### config.mk
export PLATFORM = sky130hd
export DESIGN_NAME = disc_dma_register_controller_unit_flat
export DESIGN_NICKNAME = d
export VERILOG_FILES = /design/src/rtl/ddrc_pkg.sv /design/src/rtl/ddrc_intf.sv /design/src/rtl/ddrc_apb.sv /design/src/rtl/ddrc_in_stage.sv /design/src/rtl/ddrc_core.sv /design/src/rtl/ddrc_out_stage.sv /design/src/rtl/disc_dma_register_controller_unit.sv /design/src/flat_wrapper.sv
export SDC_FILE = /design/constraint.sdc
export NUM_CORES = 1
export LEC_CHECK = 0
export BUFFER_PORTS_ARGS = -buffer_cell sky130_fd_sc_hd__buf_2
export CORE_ASPECT_RATIO = 1.1
export CORE_MARGIN = 8
export CORE_UTILIZATION = 65
export CTS_BUF_LIST = sky130_fd_sc_hd__clkbuf_8
export DETAILED_ROUTE_END_ITERATION = 7
export GPL_TIMING_DRIVEN = 1
export PLACE_DENSITY_LB_ADDON = 0.05
export SLEW_MARGIN = 20
export SYNTH_ARGS = -nofsm -noshare
export SYNTH_HDL_FRONTEND = slang
export SYNTH_SLANG_ARGS = --single-unit
### constraint.sdc
create_clock -name clk_i -period 12 [get_ports clk_i]
set_input_delay 1.2 -clock clk_i [delete_from_list [all_inputs] [get_ports clk_i]]
set_output_delay 1.2 -clock clk_i [all_outputs]
set_load 0.1 [all_outputs]
### src/rtl/ddrc_pkg.sv
// Package for the disc DMA controller: widths, codes, register offsets, word types.
`default_nettype none

package ddrc_pkg;

  localparam int unsigned OP_W     = 2;
  localparam int unsigned SIZE_W   = 2;
  localparam int unsigned OFF_W    = 8;
  localparam int unsigned DATA_W   = 32;
  localparam int unsigned CADDR_W  = 29;
  localparam int unsigned CB_W     = 6;
  localparam int unsigned ID_W     = 8;
  localparam int unsigned LEN_W    = 33;
  localparam int unsigned XCNT_W   = 27;
  localparam int unsigned APB_AW   = 3;
  localparam int unsigned APB_DW   = 32;

  localparam int unsigned CHUNK_BYTES = 32;
  localparam int unsigned CHUNK_W     = $clog2(CHUNK_BYTES + 1);
  localparam int unsigned XFER_SHIFT  = 5;

  localparam logic [LEN_W-1:0]  ZERO_LEN_BYTES = LEN_W'(32 * 1024 * 1024);
  localparam logic [ID_W-1:0]   HW_ID_RESET    = 8'h94;
  localparam logic [DATA_W-1:0] CONST_FF       = 32'h0000_00ff;

  typedef enum logic [OP_W-1:0] {
    OP_READ  = 2'd0,
    OP_WRITE = 2'd1,
    OP_TICK  = 2'd2
  } op_e;

  typedef enum logic [SIZE_W-1:0] {
    SZ_BYTE = 2'd0,
    SZ_HALF = 2'd1,
    SZ_WORD = 2'd2
  } size_e;

  typedef enum logic [OFF_W-1:0] {
    REG_START_ADDR = 8'h04,
    REG_LENGTH     = 8'h08,
    REG_ENABLE     = 8'h14,
    REG_START      = 8'h18,
    REG_SYS_MODE   = 8'hb0,
    REG_CONST      = 8'he4,
    REG_ADDR_CNT   = 8'hf4,
    REG_XFER_CNT   = 8'hf8
  } reg_e;

  typedef enum logic {
    CFG_HW_ID = 1'b0
  } cfg_e;

  typedef struct packed {
    logic [OP_W-1:0]   operation;
    logic [SIZE_W-1:0] access_size;
    logic [OFF_W-1:0]  access_offset;
    logic [DATA_W-1:0] write_data;
  } req_t;

  typedef struct packed {
    logic [DATA_W-1:0]  read_data;
    logic               chunk_valid;
    logic [CADDR_W-1:0] chunk_address;
    logic [CB_W-1:0]    chunk_bytes;
    logic               dma_done;
  } rsp_t;

  typedef struct packed {
    logic valid;
    logic advance;
  } stage_ctl_t;

endpackage

`default_nettype wire

### src/rtl/ddrc_intf.sv
// Request and response channel interfaces of the disc DMA controller.
`default_nettype none

interface ddrc_req_if;
  import ddrc_pkg::*;
  logic              valid;
  logic              ready;
  logic [OP_W-1:0]   operation;
  logic [SIZE_W-1:0] access_size;
  logic [OFF_W-1:0]  access_offset;
  logic [DATA_W-1:0] write_data;

  modport source (output valid, operation, access_size, access_offset, write_data,
                  input ready);
  modport sink   (input valid, operation, access_size, access_offset, write_data,
                  output ready);
endinterface

interface ddrc_rsp_if;
  import ddrc_pkg::*;
  logic               valid;
  logic               ready;
  logic [DATA_W-1:0]  read_data;
  logic               chunk_valid;
  logic [CADDR_W-1:0] chunk_address;
  logic [CB_W-1:0]    chunk_bytes;
  logic               dma_done;

  modport source (output valid, read_data, chunk_valid, chunk_address, chunk_bytes,
                  dma_done, input ready);
  modport sink   (input valid, read_data, chunk_valid, chunk_address, chunk_bytes,
                  dma_done, output ready);
endinterface

`default_nettype wire

### src/rtl/ddrc_apb.sv
// APB configuration register holding the hardware ID byte.
`default_nettype none

module ddrc_apb (
  input  wire logic                         clk_i,
  input  wire logic                         rst_ni,
  input  wire logic                         psel_i,
  input  wire logic                         penable_i,
  input  wire logic                         pwrite_i,
  input  wire logic [ddrc_pkg::APB_AW-1:0]  paddr_i,
  input  wire logic [ddrc_pkg::APB_DW-1:0]  pwdata_i,
  output logic      [ddrc_pkg::APB_DW-1:0]  prdata_o,
  output logic      [ddrc_pkg::ID_W-1:0]    hw_id_o
);
  import ddrc_pkg::*;

  logic [ID_W-1:0] hw_id_q, hw_id_d;
  logic            sel_id;

  assign sel_id = (paddr_i[APB_AW-1:2] == 1'(CFG_HW_ID));

  always_comb begin
    hw_id_d = hw_id_q;
    if (psel_i && penable_i && pwrite_i && sel_id) begin
      hw_id_d = pwdata_i[ID_W-1:0];
    end
  end

  always_ff @(posedge clk_i or negedge rst_ni) begin
    if (!rst_ni) begin
      hw_id_q <= HW_ID_RESET;
    end else begin
      hw_id_q <= hw_id_d;
    end
  end

  assign prdata_o = sel_id ? APB_DW'(hw_id_q) : '0;
  assign hw_id_o  = hw_id_q;

endmodule

`default_nettype wire

### src/rtl/ddrc_in_stage.sv
// Input register of the request channel.
`default_nettype none

module ddrc_in_stage (
  input  wire logic            clk_i,
  input  wire logic            rst_ni,
  ddrc_req_if.sink             req_i,
  input  wire logic            advance_i,
  output ddrc_pkg::req_t       req_o,
  output logic                 valid_o
);
  import ddrc_pkg::*;

  logic valid_q, valid_d;
  req_t req_q;
  logic take;

  assign req_i.ready = !valid_q || advance_i;
  assign take        = req_i.valid && req_i.ready;

  always_comb begin
    valid_d = valid_q;
    if (take) begin
      valid_d = 1'b1;
    end else if (advance_i) begin
      valid_d = 1'b0;
    end
  end

  always_ff @(posedge clk_i or negedge rst_ni) begin
    if (!rst_ni) begin
      valid_q <= 1'b0;
    end else begin
      valid_q <= valid_d;
    end
  end

  always_ff @(posedge clk_i) begin
    if (take) begin
      req_q <= '{operation:     req_i.operation,
                 access_size:   req_i.access_size,
                 access_offset: req_i.access_offset,
                 write_data:    req_i.write_data};
    end
  end

  assign req_o   = req_q;
  assign valid_o = valid_q;

endmodule

`default_nettype wire

### src/rtl/ddrc_core.sv
// Register file, start logic and chunk/tick engine of the disc DMA controller.
`default_nettype none

module ddrc_core (
  input  wire logic                       clk_i,
  input  wire logic                       rst_ni,
  input  ddrc_pkg::stage_ctl_t            ctl_i,
  input  ddrc_pkg::req_t                  req_i,
  input  wire logic [ddrc_pkg::ID_W-1:0]  hw_id_i,
  output ddrc_pkg::rsp_t                  rsp_o
);
  import ddrc_pkg::*;

  typedef struct packed {
    logic [DATA_W-1:0] start_addr;
    logic [DATA_W-1:0] length;
    logic [DATA_W-1:0] enable;
    logic              busy;
    logic [XCNT_W-1:0] xfer_cnt;
    logic [DATA_W-1:0] addr_cnt;
    logic [DATA_W-1:0] next_dest;
    logic [LEN_W-1:0]  bytes_left;
    logic [LEN_W-1:0]  latched_len;
    logic [LEN_W-1:0]  ticks_left;
  } state_t;

  state_t            st_q, st_d;
  rsp_t              rsp;
  logic [DATA_W-1:0] rd_word;
  logic [CHUNK_W-1:0] n;
  logic [LEN_W-1:0]  ticks_dec;
  logic [LEN_W-1:0]  start_len;

  always_comb begin
    unique case (req_i.access_offset)
      REG_ENABLE:   rd_word = st_q.enable;
      REG_START:    rd_word = DATA_W'(st_q.busy);
      REG_CONST:    rd_word = CONST_FF;
      REG_ADDR_CNT: rd_word = st_q.addr_cnt;
      REG_XFER_CNT: rd_word = DATA_W'(st_q.xfer_cnt);
      default:      rd_word = '0;
    endcase
  end

  assign n = (st_q.bytes_left < LEN_W'(CHUNK_BYTES)) ? CHUNK_W'(st_q.bytes_left)
                                                      : CHUNK_W'(CHUNK_BYTES);
  assign ticks_dec = st_q.ticks_left - LEN_W'(st_q.ticks_left != '0);
  assign start_len = (st_q.length == '0) ? ZERO_LEN_BYTES : LEN_W'(st_q.length);

  always_comb begin
    st_d = st_q;
    rsp  = '0;
    unique case (req_i.operation)
      OP_READ: begin
        if (req_i.access_size == SZ_BYTE) begin
          rsp.read_data = (req_i.access_offset == REG_SYS_MODE) ? DATA_W'(hw_id_i) : '0;
        end else if (req_i.access_size == SZ_WORD) begin
          rsp.read_data = rd_word;
        end
      end
      OP_WRITE: begin
        if (req_i.access_size == SZ_WORD) begin
          unique case (req_i.access_offset)
            REG_START_ADDR: st_d.start_addr = req_i.write_data;
            REG_LENGTH:     st_d.length     = req_i.write_data;
            REG_ENABLE:     st_d.enable     = req_i.write_data;
            REG_START: begin
              if (st_q.enable != '0 && req_i.write_data == DATA_W'(1) && !st_q.busy) begin
                st_d.busy        = 1'b1;
                st_d.xfer_cnt    = st_q.length[DATA_W-1:XFER_SHIFT];
                st_d.next_dest   = st_q.start_addr;
                st_d.latched_len = start_len;
                st_d.bytes_left  = start_len;
                st_d.ticks_left  = start_len;
              end
            end
            default: ;
          endcase
        end
      end
      OP_TICK: begin
        if (st_q.busy) begin
          if (st_q.bytes_left != '0) begin
            rsp.chunk_valid   = 1'b1;
            rsp.chunk_address = st_q.next_dest[CADDR_W-1:0];
            rsp.chunk_bytes   = CB_W'(n);
            st_d.bytes_left   = st_q.bytes_left - LEN_W'(n);
            st_d.next_dest    = st_q.next_dest + DATA_W'(n);
          end
          st_d.ticks_left = ticks_dec;
          if (ticks_dec == '0) begin
            st_d.addr_cnt   = st_q.addr_cnt + st_q.latched_len[DATA_W-1:0];
            st_d.xfer_cnt   = '0;
            st_d.busy       = 1'b0;
            st_d.bytes_left = '0;
            rsp.dma_done    = 1'b1;
          end
        end
      end
      default: ;
    endcase
  end

  always_ff @(posedge clk_i or negedge rst_ni) begin
    if (!rst_ni) begin
      st_q <= '0;
    end else if (ctl_i.valid && ctl_i.advance) begin
      st_q <= st_d;
    end
  end

  assign rsp_o = rsp;

endmodule

`default_nettype wire

### src/rtl/ddrc_out_stage.sv
// Result register of the response channel.
`default_nettype none

module ddrc_out_stage (
  input  wire logic        clk_i,
  input  wire logic        rst_ni,
  input  wire logic        valid_i,
  input  ddrc_pkg::rsp_t   rsp_i,
  output logic             advance_o,
  ddrc_rsp_if.source       rsp_o
);
  import ddrc_pkg::*;

  logic valid_q, valid_d;
  rsp_t rsp_q;

  assign advance_o = !valid_q || rsp_o.ready;

  always_comb begin
    valid_d = valid_q;
    if (advance_o) begin
      valid_d = valid_i;
    end
  end

  always_ff @(posedge clk_i or negedge rst_ni) begin
    if (!rst_ni) begin
      valid_q <= 1'b0;
    end else begin
      valid_q <= valid_d;
    end
  end

  always_ff @(posedge clk_i) begin
    if (advance_o && valid_i) begin
      rsp_q <= rsp_i;
    end
  end

  assign rsp_o.valid         = valid_q;
  assign rsp_o.read_data     = rsp_q.read_data;
  assign rsp_o.chunk_valid   = rsp_q.chunk_valid;
  assign rsp_o.chunk_address = rsp_q.chunk_address;
  assign rsp_o.chunk_bytes   = rsp_q.chunk_bytes;
  assign rsp_o.dma_done      = rsp_q.dma_done;

endmodule

`default_nettype wire

### src/rtl/disc_dma_register_controller_unit.sv
// Disc DMA register controller: top level.
//
// Request channel req_i carries one word per register read, register write or
// time tick; response channel rsp_o returns exactly one word for each, in order:
// read data, an optional chunk request (address, byte count) and the done pulse.
// The APB port holds the hardware ID byte returned by a byte read of the
// system mode register; write it only while no word is in flight.
// A word accepted into the input register passes the register/tick logic into
// the result register and is then presented on rsp_o. Throughput: one word per
// cycle while rsp_o.ready is high, set by the input register, the register/tick logic and the result register.
// Reset clears all DMA registers, counters and both stage valid flags; the ID
// byte returns to 0x94.
// When the receiver holds rsp_o.ready low, the result register holds its word,
// one more word waits in the input register, and then req_i.ready drops.
`default_nettype none

module disc_dma_register_controller_unit (
  input  wire logic                         clk_i,
  input  wire logic                         rst_ni,
  ddrc_req_if.sink                          req_i,
  ddrc_rsp_if.source                        rsp_o,
  input  wire logic                         psel,
  input  wire logic                         penable,
  input  wire logic                         pwrite,
  input  wire logic [ddrc_pkg::APB_AW-1:0]  paddr,
  input  wire logic [ddrc_pkg::APB_DW-1:0]  pwdata,
  output logic      [ddrc_pkg::APB_DW-1:0]  prdata,
  output logic                              pready
);
  import ddrc_pkg::*;

  req_t            s1_req;
  logic            s1_valid;
  logic            advance;
  rsp_t            s1_rsp;
  logic [ID_W-1:0] hw_id;
  stage_ctl_t      ctl;

  assign pready = 1'b1;
  assign ctl    = '{valid: s1_valid, advance: advance};

  ddrc_apb u_apb (
    .clk_i     (clk_i),
    .rst_ni    (rst_ni),
    .psel_i    (psel),
    .penable_i (penable),
    .pwrite_i  (pwrite),
    .paddr_i   (paddr),
    .pwdata_i  (pwdata),
    .prdata_o  (prdata),
    .hw_id_o   (hw_id)
  );

  ddrc_in_stage u_in_stage (
    .clk_i     (clk_i),
    .rst_ni    (rst_ni),
    .req_i     (req_i),
    .advance_i (advance),
    .req_o     (s1_req),
    .valid_o   (s1_valid)
  );

  ddrc_core u_core (
    .clk_i   (clk_i),
    .rst_ni  (rst_ni),
    .ctl_i   (ctl),
    .req_i   (s1_req),
    .hw_id_i (hw_id),
    .rsp_o   (s1_rsp)
  );

  ddrc_out_stage u_out_stage (
    .clk_i     (clk_i),
    .rst_ni    (rst_ni),
    .valid_i   (s1_valid),
    .rsp_i     (s1_rsp),
    .advance_o (advance),
    .rsp_o     (rsp_o)
  );

endmodule

`default_nettype wire

### src/flat_wrapper.sv
// flat-port wrapper written by rule: the top's interface ports become plain ports
module disc_dma_register_controller_unit_flat import ddrc_pkg::*;
  (clk_i, rst_ni, psel, penable, pwrite, paddr, pwdata, prdata, pready, req_i_valid, req_i_operation, req_i_access_size, req_i_access_offset, req_i_write_data, req_i_ready, rsp_o_valid, rsp_o_read_data, rsp_o_chunk_valid, rsp_o_chunk_address, rsp_o_chunk_bytes, rsp_o_dma_done, rsp_o_ready);
  ddrc_req_if req_i_i ();
  ddrc_rsp_if rsp_o_i ();
  input  wire logic clk_i;
  input  wire logic rst_ni;
  input  wire logic psel;
  input  wire logic penable;
  input  wire logic pwrite;
  input  wire logic [ddrc_pkg::APB_AW-1:0] paddr;
  input  wire logic [ddrc_pkg::APB_DW-1:0] pwdata;
  output logic      [ddrc_pkg::APB_DW-1:0] prdata;
  output logic pready;
  input wire logic [$bits(req_i_i.valid)-1:0] req_i_valid;
  input wire logic [$bits(req_i_i.operation)-1:0] req_i_operation;
  input wire logic [$bits(req_i_i.access_size)-1:0] req_i_access_size;
  input wire logic [$bits(req_i_i.access_offset)-1:0] req_i_access_offset;
  input wire logic [$bits(req_i_i.write_data)-1:0] req_i_write_data;
  output wire logic [$bits(req_i_i.ready)-1:0] req_i_ready;
  output wire logic [$bits(rsp_o_i.valid)-1:0] rsp_o_valid;
  output wire logic [$bits(rsp_o_i.read_data)-1:0] rsp_o_read_data;
  output wire logic [$bits(rsp_o_i.chunk_valid)-1:0] rsp_o_chunk_valid;
  output wire logic [$bits(rsp_o_i.chunk_address)-1:0] rsp_o_chunk_address;
  output wire logic [$bits(rsp_o_i.chunk_bytes)-1:0] rsp_o_chunk_bytes;
  output wire logic [$bits(rsp_o_i.dma_done)-1:0] rsp_o_dma_done;
  input wire logic [$bits(rsp_o_i.ready)-1:0] rsp_o_ready;
  assign req_i_i.valid = req_i_valid;
  assign req_i_i.operation = req_i_operation;
  assign req_i_i.access_size = req_i_access_size;
  assign req_i_i.access_offset = req_i_access_offset;
  assign req_i_i.write_data = req_i_write_data;
  assign req_i_ready = req_i_i.ready;
  assign rsp_o_valid = rsp_o_i.valid;
  assign rsp_o_read_data = rsp_o_i.read_data;
  assign rsp_o_chunk_valid = rsp_o_i.chunk_valid;
  assign rsp_o_chunk_address = rsp_o_i.chunk_address;
  assign rsp_o_chunk_bytes = rsp_o_i.chunk_bytes;
  assign rsp_o_dma_done = rsp_o_i.dma_done;
  assign rsp_o_i.ready = rsp_o_ready;
  disc_dma_register_controller_unit u_core (.clk_i(clk_i), .rst_ni(rst_ni), .req_i(req_i_i), .rsp_o(rsp_o_i), .psel(psel), .penable(penable), .pwrite(pwrite), .paddr(paddr), .pwdata(pwdata), .prdata(prdata), .pready(pready));
endmodule
==> flow_summary.yaml, run 1 <==
run_status:
  status: "finished with violations"
  violations: "design-rule violations"
finish:
  layout-drive-gt1-share_pct: 18.48
  area_growth_pct: 11.40
  final_net_count: 2195
  n_antenna_cell: 0
  utilization_pct: 72.88
  final_cell_area_um2: 22050
worst_hold_path:
  hp-start: "u_core.u_core.st_q[185]"
  holdPathStages: 2
  holdPathEnd: "u_core.u_core.st_q[185]"
  hold_class: "reg2reg"
yosys:
  synth-seq-area-share_pct: 53.81
  synth-seq-cells: 403
  postSynthCellCount: 1939
  async_flop_share_pct: 71.96
  synthDistinctLibCells: 81
  avgSynthCellArea_um2: 10.21
  synth_warnings: 0
  synth_edf_count: 113
  syn_area_um2: 19800
  synth_ff_type: "dfrtp_1"
floorplan:
  initial_core_util_pct: 65.42
  fp.dieW_um: 182.4
  die_area_um2: 36300
  fp.dieH_um: 199.0
  io_pins: 190
  coreArea_um2: 30260
  core.rowCount: 67
placed_design:
  dpl.hpwl_mm: 38.26
  place_area_um2: 20700
  place_congestion: 0.9561
  place_ws_ns: 6.579
  portBuffers: 138
grt:
  grt_max_degree: 89
  grt_pass1_wl_mm: 85.44
  grtUsageMet3_pct: 5.663
  grt_usage_pct: 30.05
  grt_use_met2_pct: 47.23
  grt_use_met1_pct: 41.07
  antenna_found_initial: 0
  grt-ovfl-total: 0
  grt_pass1_vias: 15360
  grt.busiest_layer: "met2"
routing:
  vias_per_cell: 6.322
  via_count: 16030
  ant_nets: 0
  wl_per_cell_um: 21.65
  drt_iter0_drc: 1812
  drt-pass1-iter-count: 8
  drc: 2
  drt_wl_total_mm: 54.89
timing:
  maxSlewHeadroom_pct: 27.15
  final_max_slew_viol_count: 0
  fin_ws_ns: 6.452
  max_freq_mhz: 180.3
  finalClockSkew_ns: 0.03401
  period_minus_slack_ns: 5.548
  setup_violations: 0
  min_period_over_period_pct: 46.23
  worstMarginPinSlew_ns: 1.093
  hold_slack_ns: 0.4834
  rsz0062_at_grt: "false"
  finalHoldViolations: 0
  fin_tns_setup_ns: 0
setup_path:
  crit_required_ns: 12.43
  cp-end-kind: "register"
  rr_worst_depth: 17
  worstPathMaxFanout: 19
  r2r-start: "u_core.u_core.st_q[91]"
  r2r-end: "u_core.u_core.st_q[127]"
  cp_cell_sequence: "or4_1 -> nor4_1 -> and3_1 -> and2_1 -> ha_1 -> fa_1 -> a21o_1 -> a21oi_1 -> o21bai_1 -> a21oi_1 -> nor4_1 -> and4_1 -> nor2b_1 -> and3_1 -> o21ai_0 -> nand2_1 -> o21ai_0"
  cpPeakStageDelay_ns: 0.66
  crit_type: "reg2reg"
  ff2ff_setup_slack_ns: 6.45
  critPathArrivalTime_ns: 5.98
  start_kind: "register"
  slowest_stage: "nor4_1"
pwr:
  leakage_nw: 10.13
  powerDensity_nw_per_um2: 133.8
  peakVddDrop_mv: 0.1347
clocking:
  postCtsSetupBuffers: 0
  cts_root_buffer: "clkbuf_8"
  path_clk_slew_ns: 0.06
  cts_resized: 0
  clk_path_buf_depth: 3
  cts_tree: "yes"
  clock_latency_ns: 0.62
  cts_made_buffers: 67
  cts_hold_buf: 0
  htreeDepth: 3
  cts_sinks: 403
flow_run:
  cap_viol_max_count: 0
-- power by group --
part	total [mW]	internal, mW	switching [mW]
Combinational	0.264	0.0349	0.229
Clock	1.21	0.649	0.562
Sequential	1.48	1.45	0.0269
Total	2.95	2.13	0.817
-- stage by stage --
step	instances	power (mW)
after CTS	2535	2.970
after floorplan	1963	1.699
after global routing	2535	3.045
after global placement	2412	1.764
after detailed placement	2412	1.767
final	2535	2.952
-- cell usage after synthesis (5+ instances only) --
cell type | n | share of area, %
nor2_1 | 142 | 2.7
nor3_1 | 70 | 1.8
o21ai_1 | 13 | 0.33
a31oi_1 | 19 | 0.60
o21bai_1 | 5 | 0.19
a21o_1 | 19 | 0.72
a21oi_1 | 155 | 3.9
buf_4 | 27 | 1.0
a22oi_1 | 31 | 1.2
xor2_1 | 23 | 1.0
a211oi_1 | 13 | 0.49
buf_2 | 9 | 0.23
o21ai_0 | 164 | 4.1
or3_1 | 12 | 0.38
nor4_1 | 50 | 1.6
a32oi_1 | 5 | 0.22
inv_1 | 32 | 0.61
clkbuf_1 | 79 | 1.5
mux2_2 | 105 | 6.0
nor2b_1 | 16 | 0.51
and2_1 | 35 | 1.1
xnor2_1 | 21 | 0.93
a222oi_1 | 19 | 0.96
and3_1 | 17 | 0.54
ha_1 | 40 | 2.5
edfxtp_1 | 113 | 17
nor3b_1 | 8 | 0.30
o211ai_1 | 7 | 0.27
nand4_1 | 17 | 0.54
or4_1 | 5 | 0.19
o31ai_1 | 5 | 0.19
dfrtp_1 | 287 | 36
buf_1 | 6 | 0.11
nand2_1 | 255 | 4.8
nand2b_1 | 14 | 0.44
nand3_1 | 20 | 0.51
-- per-layer routing --
| layer | share of wire (%) | wire, um |
|---|---|---|
| met1 | 40 | 22210 |
| met2 | 47 | 25990 |
| met3 | 8.7 | 4759 |
| met4 | 3.5 | 1923 |
| met5 | 0 | 0 |
-- registers in the layout, summed over array words and instances, names as in the netlist --
register	cells
u_core.u_out_stage.rsp_o.chunk_address	29
u_core.u_out_stage.rsp_o.chunk_bytes	6
u_core.u_apb.hw_id_o	8
u_core.u_out_stage.rsp_o.dma_done	1
u_core.u_out_stage.rsp_o.chunk_valid	1
u_core.u_in_stage.valid_o	1
u_core.u_out_stage.rsp_o.valid	1
u_core.u_core.st_q	280
u_core.u_out_stage.rsp_o.read_data	32
u_core.u_in_stage.req_o	44
-- cell usage in the layout, fill, tap and decap left out, types with 14 or more instances in the layout --
| master | count |
|---|---|
| a21oi_1 | 154 |
| a31oi_1 | 19 |
| and3_1 | 17 |
| nand2_1 | 255 |
| a21o_1 | 19 |
| nor2b_1 | 16 |
| nand2b_1 | 14 |
| nor3_1 | 69 |
| nor4_1 | 50 |
| and2_1 | 34 |
| buf_4 | 21 |
| edfxtp_1 | 113 |
| dfrtp_1 | 287 |
| ha_1 | 40 |
| buf_2 | 137 |
| inv_1 | 57 |
| o21ai_0 | 164 |
| nand3_1 | 20 |
| xor2_1 | 23 |
| clkbuf_8 | 83 |
| conb_1 | 26 |
| mux2_2 | 105 |
| a222oi_1 | 19 |
| nand4_1 | 17 |
| a22oi_1 | 31 |
| nor2_1 | 138 |
| xnor2_1 | 21 |
-- cell type report --
class | count | area (um2)
tap | 414 | 518.0
multi-input combinational | 1403 | 8549
sequential | 403 | 10650
clock buffer | 83 | 1142
timing repair buffer | 159 | 858.3
inverter | 33 | 123.9
clock inverter | 40 | 209.0
fill | 2255 | 8208
-- cells by family after synthesis --
family / count (synthesis) / synth area share, %
xor gates and xnor gates: 44 / 1.947
and+or+nand+nor: 695 / 17.11
adders and majority gates: 42 / 2.730
muxes: 107 / 6.073
other: 2 / 0.03793
AOI/OAI and AO/OA: 489 / 14.69
DFF: 403 / 53.81
buffers and inverters: 157 / 3.596
-- worst max path at each step --
stage,from,cells past startpoint,end
after floorplan,u_core.u_core.st_q[91],21,u_core.u_core.st_q[127]
after global placement,u_core.u_core.st_q[91],17,u_core.u_core.st_q[127]
after detailed placement,u_core.u_core.st_q[91],17,u_core.u_core.st_q[127]
after CTS,u_core.u_core.st_q[91],17,u_core.u_core.st_q[127]
after global routing,u_core.u_core.st_q[91],17,u_core.u_core.st_q[127]
final,u_core.u_core.st_q[91],17,u_core.u_core.st_q[127]
-- worst max-delay path, delay by kind of cell (launching register included) --
| kind | cells | cell delay (ns) |
|---|---|---|
| AOI/OAI and AO/OA | 6 | 0.65 |
| adders and majority gates | 2 | 0.41 |
| DFF | 1 | 0.44 |
| and+or+nand+nor | 9 | 3.84 |
Power figures use the tool's default switching activity.
==> run 2: changes to the inputs <==
CORE_UTILIZATION = 56   (was 65)
clock period = 5.1 ns   (was 12 ns; I/O delays follow)
==> run 2 against run 1 <==
The flow now finishes without violations. Routed wire length rose by 1.8%. Non-clock buffer count rose by 16. Utilization fell by 9.4 points. Final area rose by 0.79%. Total power rose by 140%. Register-to-register slack got worse by 6.2 ns. Sequential cell count did not move. Clock-buffer cell count fell by 4. Sequential share of layout area fell by 0.38 points. Highest routed layer unchanged.
==> flow_summary.yaml, run 2 (synthesis results as in run 1) <==
finish:
  multiInputGateArea_um2: 8556
  layout-drive-gt1-share_pct: 18.91
  final_common_cell: "dfrtp_1"
  largest_reg_flops: 280
  mostFrequentLayoutCells: "dfrtp_1 (287), nand2_1 (255), o21ai_0 (164), a21oi_1 (154), nor2_1 (138)"
  final_net_count: 2212
  fill_cells: 2936
  area_growth_pct: 12.28
  n_antenna_cell: 0
  regMostFlops: "u_core.u_core.st_q"
  final_cell_area_um2: 22230
  register_area_um2: 10650
clocking:
  cts_sinks: 403
  htreeDepth: 3
  path_clk_slew_ns: 0.07
  clock_latency_ns: 0.61
  cts_made_buffers: 68
  clk_path_buf_depth: 3
  cts_root_buffer: "clkbuf_8"
  cts_tree: "yes"
routing:
  top_layer: "met4"
  vias_per_cell: 6.116
  met1_length_mm: 23.62
  wl_per_cell_um: 21.66
  via_count: 15780
  drt-pass1-iter-count: 6
  ant_nets: 0
  met3_wirelength_mm: 3.974
  drc: 0
  drt_wl_total_mm: 55.88
  drt_iter0_drc: 1506
  dr_wl_met2_mm: 26.72
timing:
  min_period_over_period_pct: 94.56
  max_freq_mhz: 207.4
  finalHoldViolations: 0
  final_max_slew_viol_count: 0
  rsz0062_at_grt: "false"
  setup_violations: 0
  worstMarginPinSlew_ns: 1.135
  maxSlewHeadroom_pct: 23.76
  hold_slack_ns: 0.08270
  period_minus_slack_ns: 4.822
  finalClockSkew_ns: 0.02702
  fin_tns_setup_ns: 0
setup_path:
  crit_type: "reg2reg"
  slowest_stage: "or4_4"
  cp_cell_sequence: "or3_4 -> or4_4 -> nor4_1 -> nand3b_1 -> ha_1 -> ha_1 -> nor4b_2 -> nand4_2 -> mux2_2 -> o211ai_1 -> nor3_1 -> nand4_2 -> buf_4 -> nand2_1 -> buf_4 -> nor3_1 -> a21boi_0 -> o21ai_0"
  rr_worst_depth: 18
  worstPathMaxFanout: 14
  ff2ff_setup_slack_ns: 0.28
  cp-end-kind: "register"
  cpPeakStageDelay_ns: 0.51
  r2r-start: "u_core.u_core.st_q[16]"
  r2r-end: "u_core.u_core.st_q[86]"
  crit_required_ns: 5.61
  critPathArrivalTime_ns: 5.33
  start_kind: "register"
grt:
  grt_pass1_vias: 15310
  antenna_found_initial: 0
  grt_max_degree: 134
  grt_pass1_wl_mm: 87.64
  grt-ovfl-total: 0
  grt_usage_pct: 26.66
floorplan:
  fp.dieW_um: 195.3
  io_pins: 190
  core.rowCount: 72
  coreArea_um2: 35040
  fp.dieH_um: 213.2
  die_area_um2: 41630
  initial_core_util_pct: 56.49
placed_design:
  place_area_um2: 20890
  dpl.hpwl_mm: 38.87
  place_congestion: 0.9154
  portBuffers: 138
worst_hold_path:
  holdPathEnd: "u_core.u_in_stage.req_o[25]"
  holdPathStages: 1
  hold_class: "in2reg"
  hp-start: "req_i_write_data[25]"
flow_run:
  cap_viol_max_count: 0
pwr:
  powerDensity_nw_per_um2: 312.5
  leakage_nw: 10.21
  peakVddDrop_mv: 0.2311
run_status:
  status: "finished, final reports clean"
run 2: timing repair:
action	4_1_cts	5_1_grt
resized for setup	0	0
setup buffers	0	0
hold buffers	1	0
endpoints found under the setup margin	0	0
hold endpoints to repair	92	0
run 2: area by class of cell:
cell class / count / area share [%]
sequential: 403 / 47.93
timing repair buffer: 175 / 4.525
inverter: 33 / 0.5629
tap: 444 / 2.499
multi-input combinational: 1403 / 38.49
clock buffer: 79 / 4.891
clock inverter: 43 / 1.103
run 2: power breakdown:
part           internal (mW)  switching, mW
logic                 0.0835          0.538
clock network           1.52           1.33
registers               3.41         0.0630
total                   5.01           1.93
run 2: layer usage:
metal	global-route usage, %	up-vias
li1	-	7307
met1	36.02	7739
met2	43.50	615
met3	4.461	117
met4	9.100	0
met5	0	-
run 2: worst max-delay path by stage:
stage,start,end,slack (ns),cells past startpoint
finish,u_core.u_core.st_q[16],u_core.u_core.st_q[86],0.28,18
global route,u_core.u_core.st_q[16],u_core.u_core.st_q[78],0.08,18
CTS,u_core.u_core.st_q[16],u_core.u_core.st_q[86],0.32,18
detailed placement,u_core.u_core.st_q[16],u_core.u_core.st_q[86],0.33,18
global placement,u_core.u_core.st_q[16],u_core.u_core.st_q[86],0.44,18
floorplan,u_core.u_core.st_q[91],u_core.u_core.st_q[127],0.57,21
run 2: per-stage QoR:
step	utilization (%)	total power [mW]	cells	setup WS, ns
floorplan	-	3.998	1963	0.5746
finish	63.43	6.946	2580	0.2777
global route	63.43	7.180	2580	0.07715
CTS	63.43	7.003	2580	0.3173
global placement	59.60	4.156	2457	0.4363
detailed placement	59.60	4.161	2457	0.3335
run 2: worst max-delay path: cells and delay by family, from the launching register on:
family                   cells  cell delay (ns)
flip-flops                   1             0.45
multiplexers                 1             0.38
AO/OA/AOI/OAI                3             0.45
buffers and inverters        2             0.35
adder cells (fa/ha/maj)      2             0.53
AND/OR/NAND/NOR             10             2.58
==> run 3: changes to the inputs <==
MAX_ROUTING_LAYER = met4   (was unset)
PLACE_DENSITY_LB_ADDON = 0.12   (was 0.05)
SYNTH_HIERARCHICAL = 1   (was unset)
==> run 3 against run 2 <==
The flow now finishes with violations (design-rule violations, negative hold slack). Final area up 1.8%. Sequential share of layout area down 0.85 points. Via count up 2.4%. Utilization up 0.81 points. Die area up 1.2%. Sequential power about the same. Routed wire length up 5.5%. Total power up 2.8%. Worst hold slack worse by 0.086 ns. Critical path type unchanged. Largest cell class unchanged.
==> flow_summary.yaml, run 3 <==
run_status:
  status: "finished with violations"
  violations: "design-rule violations, negative hold slack"
timing:
  finalHoldViolations: 1
  period_minus_slack_ns: 4.752
  setup_violations: 0
  maxSlewHeadroom_pct: 35.37
  max_freq_mhz: 210.5
  min_period_over_period_pct: 93.17
  finalClockSkew_ns: 0.03402
  final_max_slew_viol_count: 0
  fin_tns_setup_ns: 0
  worstMarginPinSlew_ns: 0.9694
  rsz0062_at_grt: "false"
  hold_slack_ns: -0.003273
routing:
  dr_wl_met2_mm: 27.96
  met1_length_mm: 24.40
  via_count: 16160
  drt_wl_total_mm: 58.97
  met3_wirelength_mm: 4.538
  vias_per_cell: 6.191
  drc: 4
  wl_per_cell_um: 22.59
  ant_nets: 0
  drt_iter0_drc: 1814
  top_layer: "met4"
  drt-pass1-iter-count: 8
floorplan:
  io_pins: 190
  initial_core_util_pct: 56.93
  die_area_um2: 42120
  coreArea_um2: 35220
  core.rowCount: 72
  fp.dieH_um: 214.5
  fp.dieW_um: 196.4
setup_path:
  critPathArrivalTime_ns: 5.23
  start_kind: "register"
  crit_required_ns: 5.58
  cp-end-kind: "register"
  crit_type: "reg2reg"
  worstPathMaxFanout: 14
yosys:
  synth-seq-area-share_pct: 53.13
  avgSynthCellArea_um2: 10.39
  yosys-top-cells-count: "dfrtp_1 (287), nand2_1 (224), o21ai_0 (181)"
  synth_top_cell_area_share_pct: 35.82
  postSynthCellCount: 1930
  yosysMostFrequentCell: "dfrtp_1"
  synth_area_leaders: "dfrtp_1 (36%), edfxtp_1 (17%), mux2_2 (5.8%)"
  synth_warnings: 6
  syn_area_um2: 20050
  synthDistinctLibCells: 85
  synth_edf_count: 113
  async_flop_share_pct: 71.96
  synth_ff_type: "dfrtp_1"
  synth-seq-cells: 403
  synth_top_cell_by_area: "dfrtp_1"
grt:
  grt_pass1_wl_mm: 92.17
  grt-ovfl-total: 0
  grt_pass1_vias: 15890
  grt_max_degree: 122
  antenna_found_initial: 0
  grt_usage_pct: 28.67
placed_design:
  place_inst: 2490
  portBuffers: 138
  place_area_um2: 21200
  place_congestion: 0.9450
  dpl.hpwl_mm: 41.35
clocking:
  path_clk_slew_ns: 0.07
  cts_root_buffer: "clkbuf_8"
  cts_resized: 0
  htreeDepth: 3
  cts_hold_buf: 0
  clock_latency_ns: 0.62
  cts_sinks: 403
  cts_made_buffers: 68
  postCtsSetupBuffers: 0
  clk_path_buf_depth: 3
  cts_tree: "yes"
finish:
  final_net_count: 2207
  final_cell_area_um2: 22630
  largest_reg_flops: 280
  regMostFlops: "u_core/u_core/st_q"
  mostFrequentLayoutCells: "dfrtp_1 (287), nand2_1 (223), o21ai_0 (181), nor2_1 (139), a21oi_1 (138)"
  area_growth_pct: 12.85
  final_common_cell: "dfrtp_1"
  final_cells: 2611
  utilization_pct: 64.24
  layout-drive-gt1-share_pct: 20.09
  n_antenna_cell: 0
worst_hold_path:
  hold_class: "in2async"
pwr:
  powerDensity_nw_per_um2: 315.7
  peakVddDrop_mv: 0.2251
  leakage_nw: 10.41
flow_run:
  cap_viol_max_count: 0
## run 3: worst paths after layout
| check | from | to | slack (ns) | cells past startpoint |
|---|---|---|---|---|
| min in group clk_i | req_i_write_data[24] | u_core/u_in_stage/req_o[24] | 0.07 | 1 |
| max in group asynchronous | rst_ni | u_core/u_apb/hw_id_o[7] | 3.92 | 2 |
| max | u_core/u_core/st_q[25] | u_core/u_core/st_q[97] | 0.35 | 15 |
| min | rst_ni | u_core/u_core/st_q[158] | -0.003 | 1 |
| min reg2reg | u_core/u_core/st_q[43] | u_core/u_core/st_q[43] | 0.48 | 2 |
| max reg2reg | u_core/u_core/st_q[25] | u_core/u_core/st_q[97] | 0.35 | 15 |
## run 3: metrics by stage
step	setup WS, ns	total power, mW	hold slack (ns)
2_1_floorplan	0.7896	4.001	0.2144
5_1_grt	0.1559	7.371	0.04736
6_report	0.3483	7.144	-0.003273
3_5_place_dp	0.4506	4.171	0.4653
3_3_place_gp	0.5329	4.167	0.4600
4_1_cts	0.4646	7.207	0.02594
## run 3: final cells by class
class	instances	area, um2
clock inverter	37	274.0
sequential	403	10650
multi-input combinational	1392	8740
fill	2905	12590
clock buffer	84	1156
timing repair buffer	182	1081
tap	481	601.8
inverter	32	122.6
## run 3: cell families (layout without fill, tap and decap cells)
family | after synthesis | count (layout) | share of synthesized area (%)
AO/OA/AOI/OAI | 512 | 512 | 15.81
other | 3 | 26 | 0.05615
XOR/XNOR | 43 | 43 | 1.878
adder cells (fa/ha/maj) | 42 | 42 | 2.696
buffers and inverters | 158 | 335 | 3.794
AND/OR/NAND/NOR | 665 | 665 | 16.80
multiplexers | 104 | 104 | 5.834
flip-flops | 403 | 403 | 53.13
## run 3: critical path: stages (launching register included)
cell and delay [ns]:
dfrtp_1 0.47, nor4_1 0.53, and2_1 0.30, nand3_1 0.11, ha_1 0.23, ha_1 0.25, nor4_1 0.28, nand4_1 0.17
a2111oi_2 0.32, a21oi_1 0.11, or4_1 0.59, nand4b_4 0.30, and2_1 0.48, and4b_1 0.30, a21oi_1 0.11, o21ai_0 0.08
## run 3: report_power, final
| group | total (mW) | switching [mW] | internal [mW] |
|---|---|---|---|
| sequential | 3.49 | 0.0728 | 3.41 |
| combinational | 0.626 | 0.539 | 0.0875 |
| clock | 3.03 | 1.34 | 1.70 |
| total | 7.14 | 1.95 | 5.20 |
## run 3: layer usage
layer	GRT usage (%)	vias up
li1	-	7361
met1	37.82	7934
met2	44.27	724
met3	4.269	145
met4	11.28	0
met5	-	-
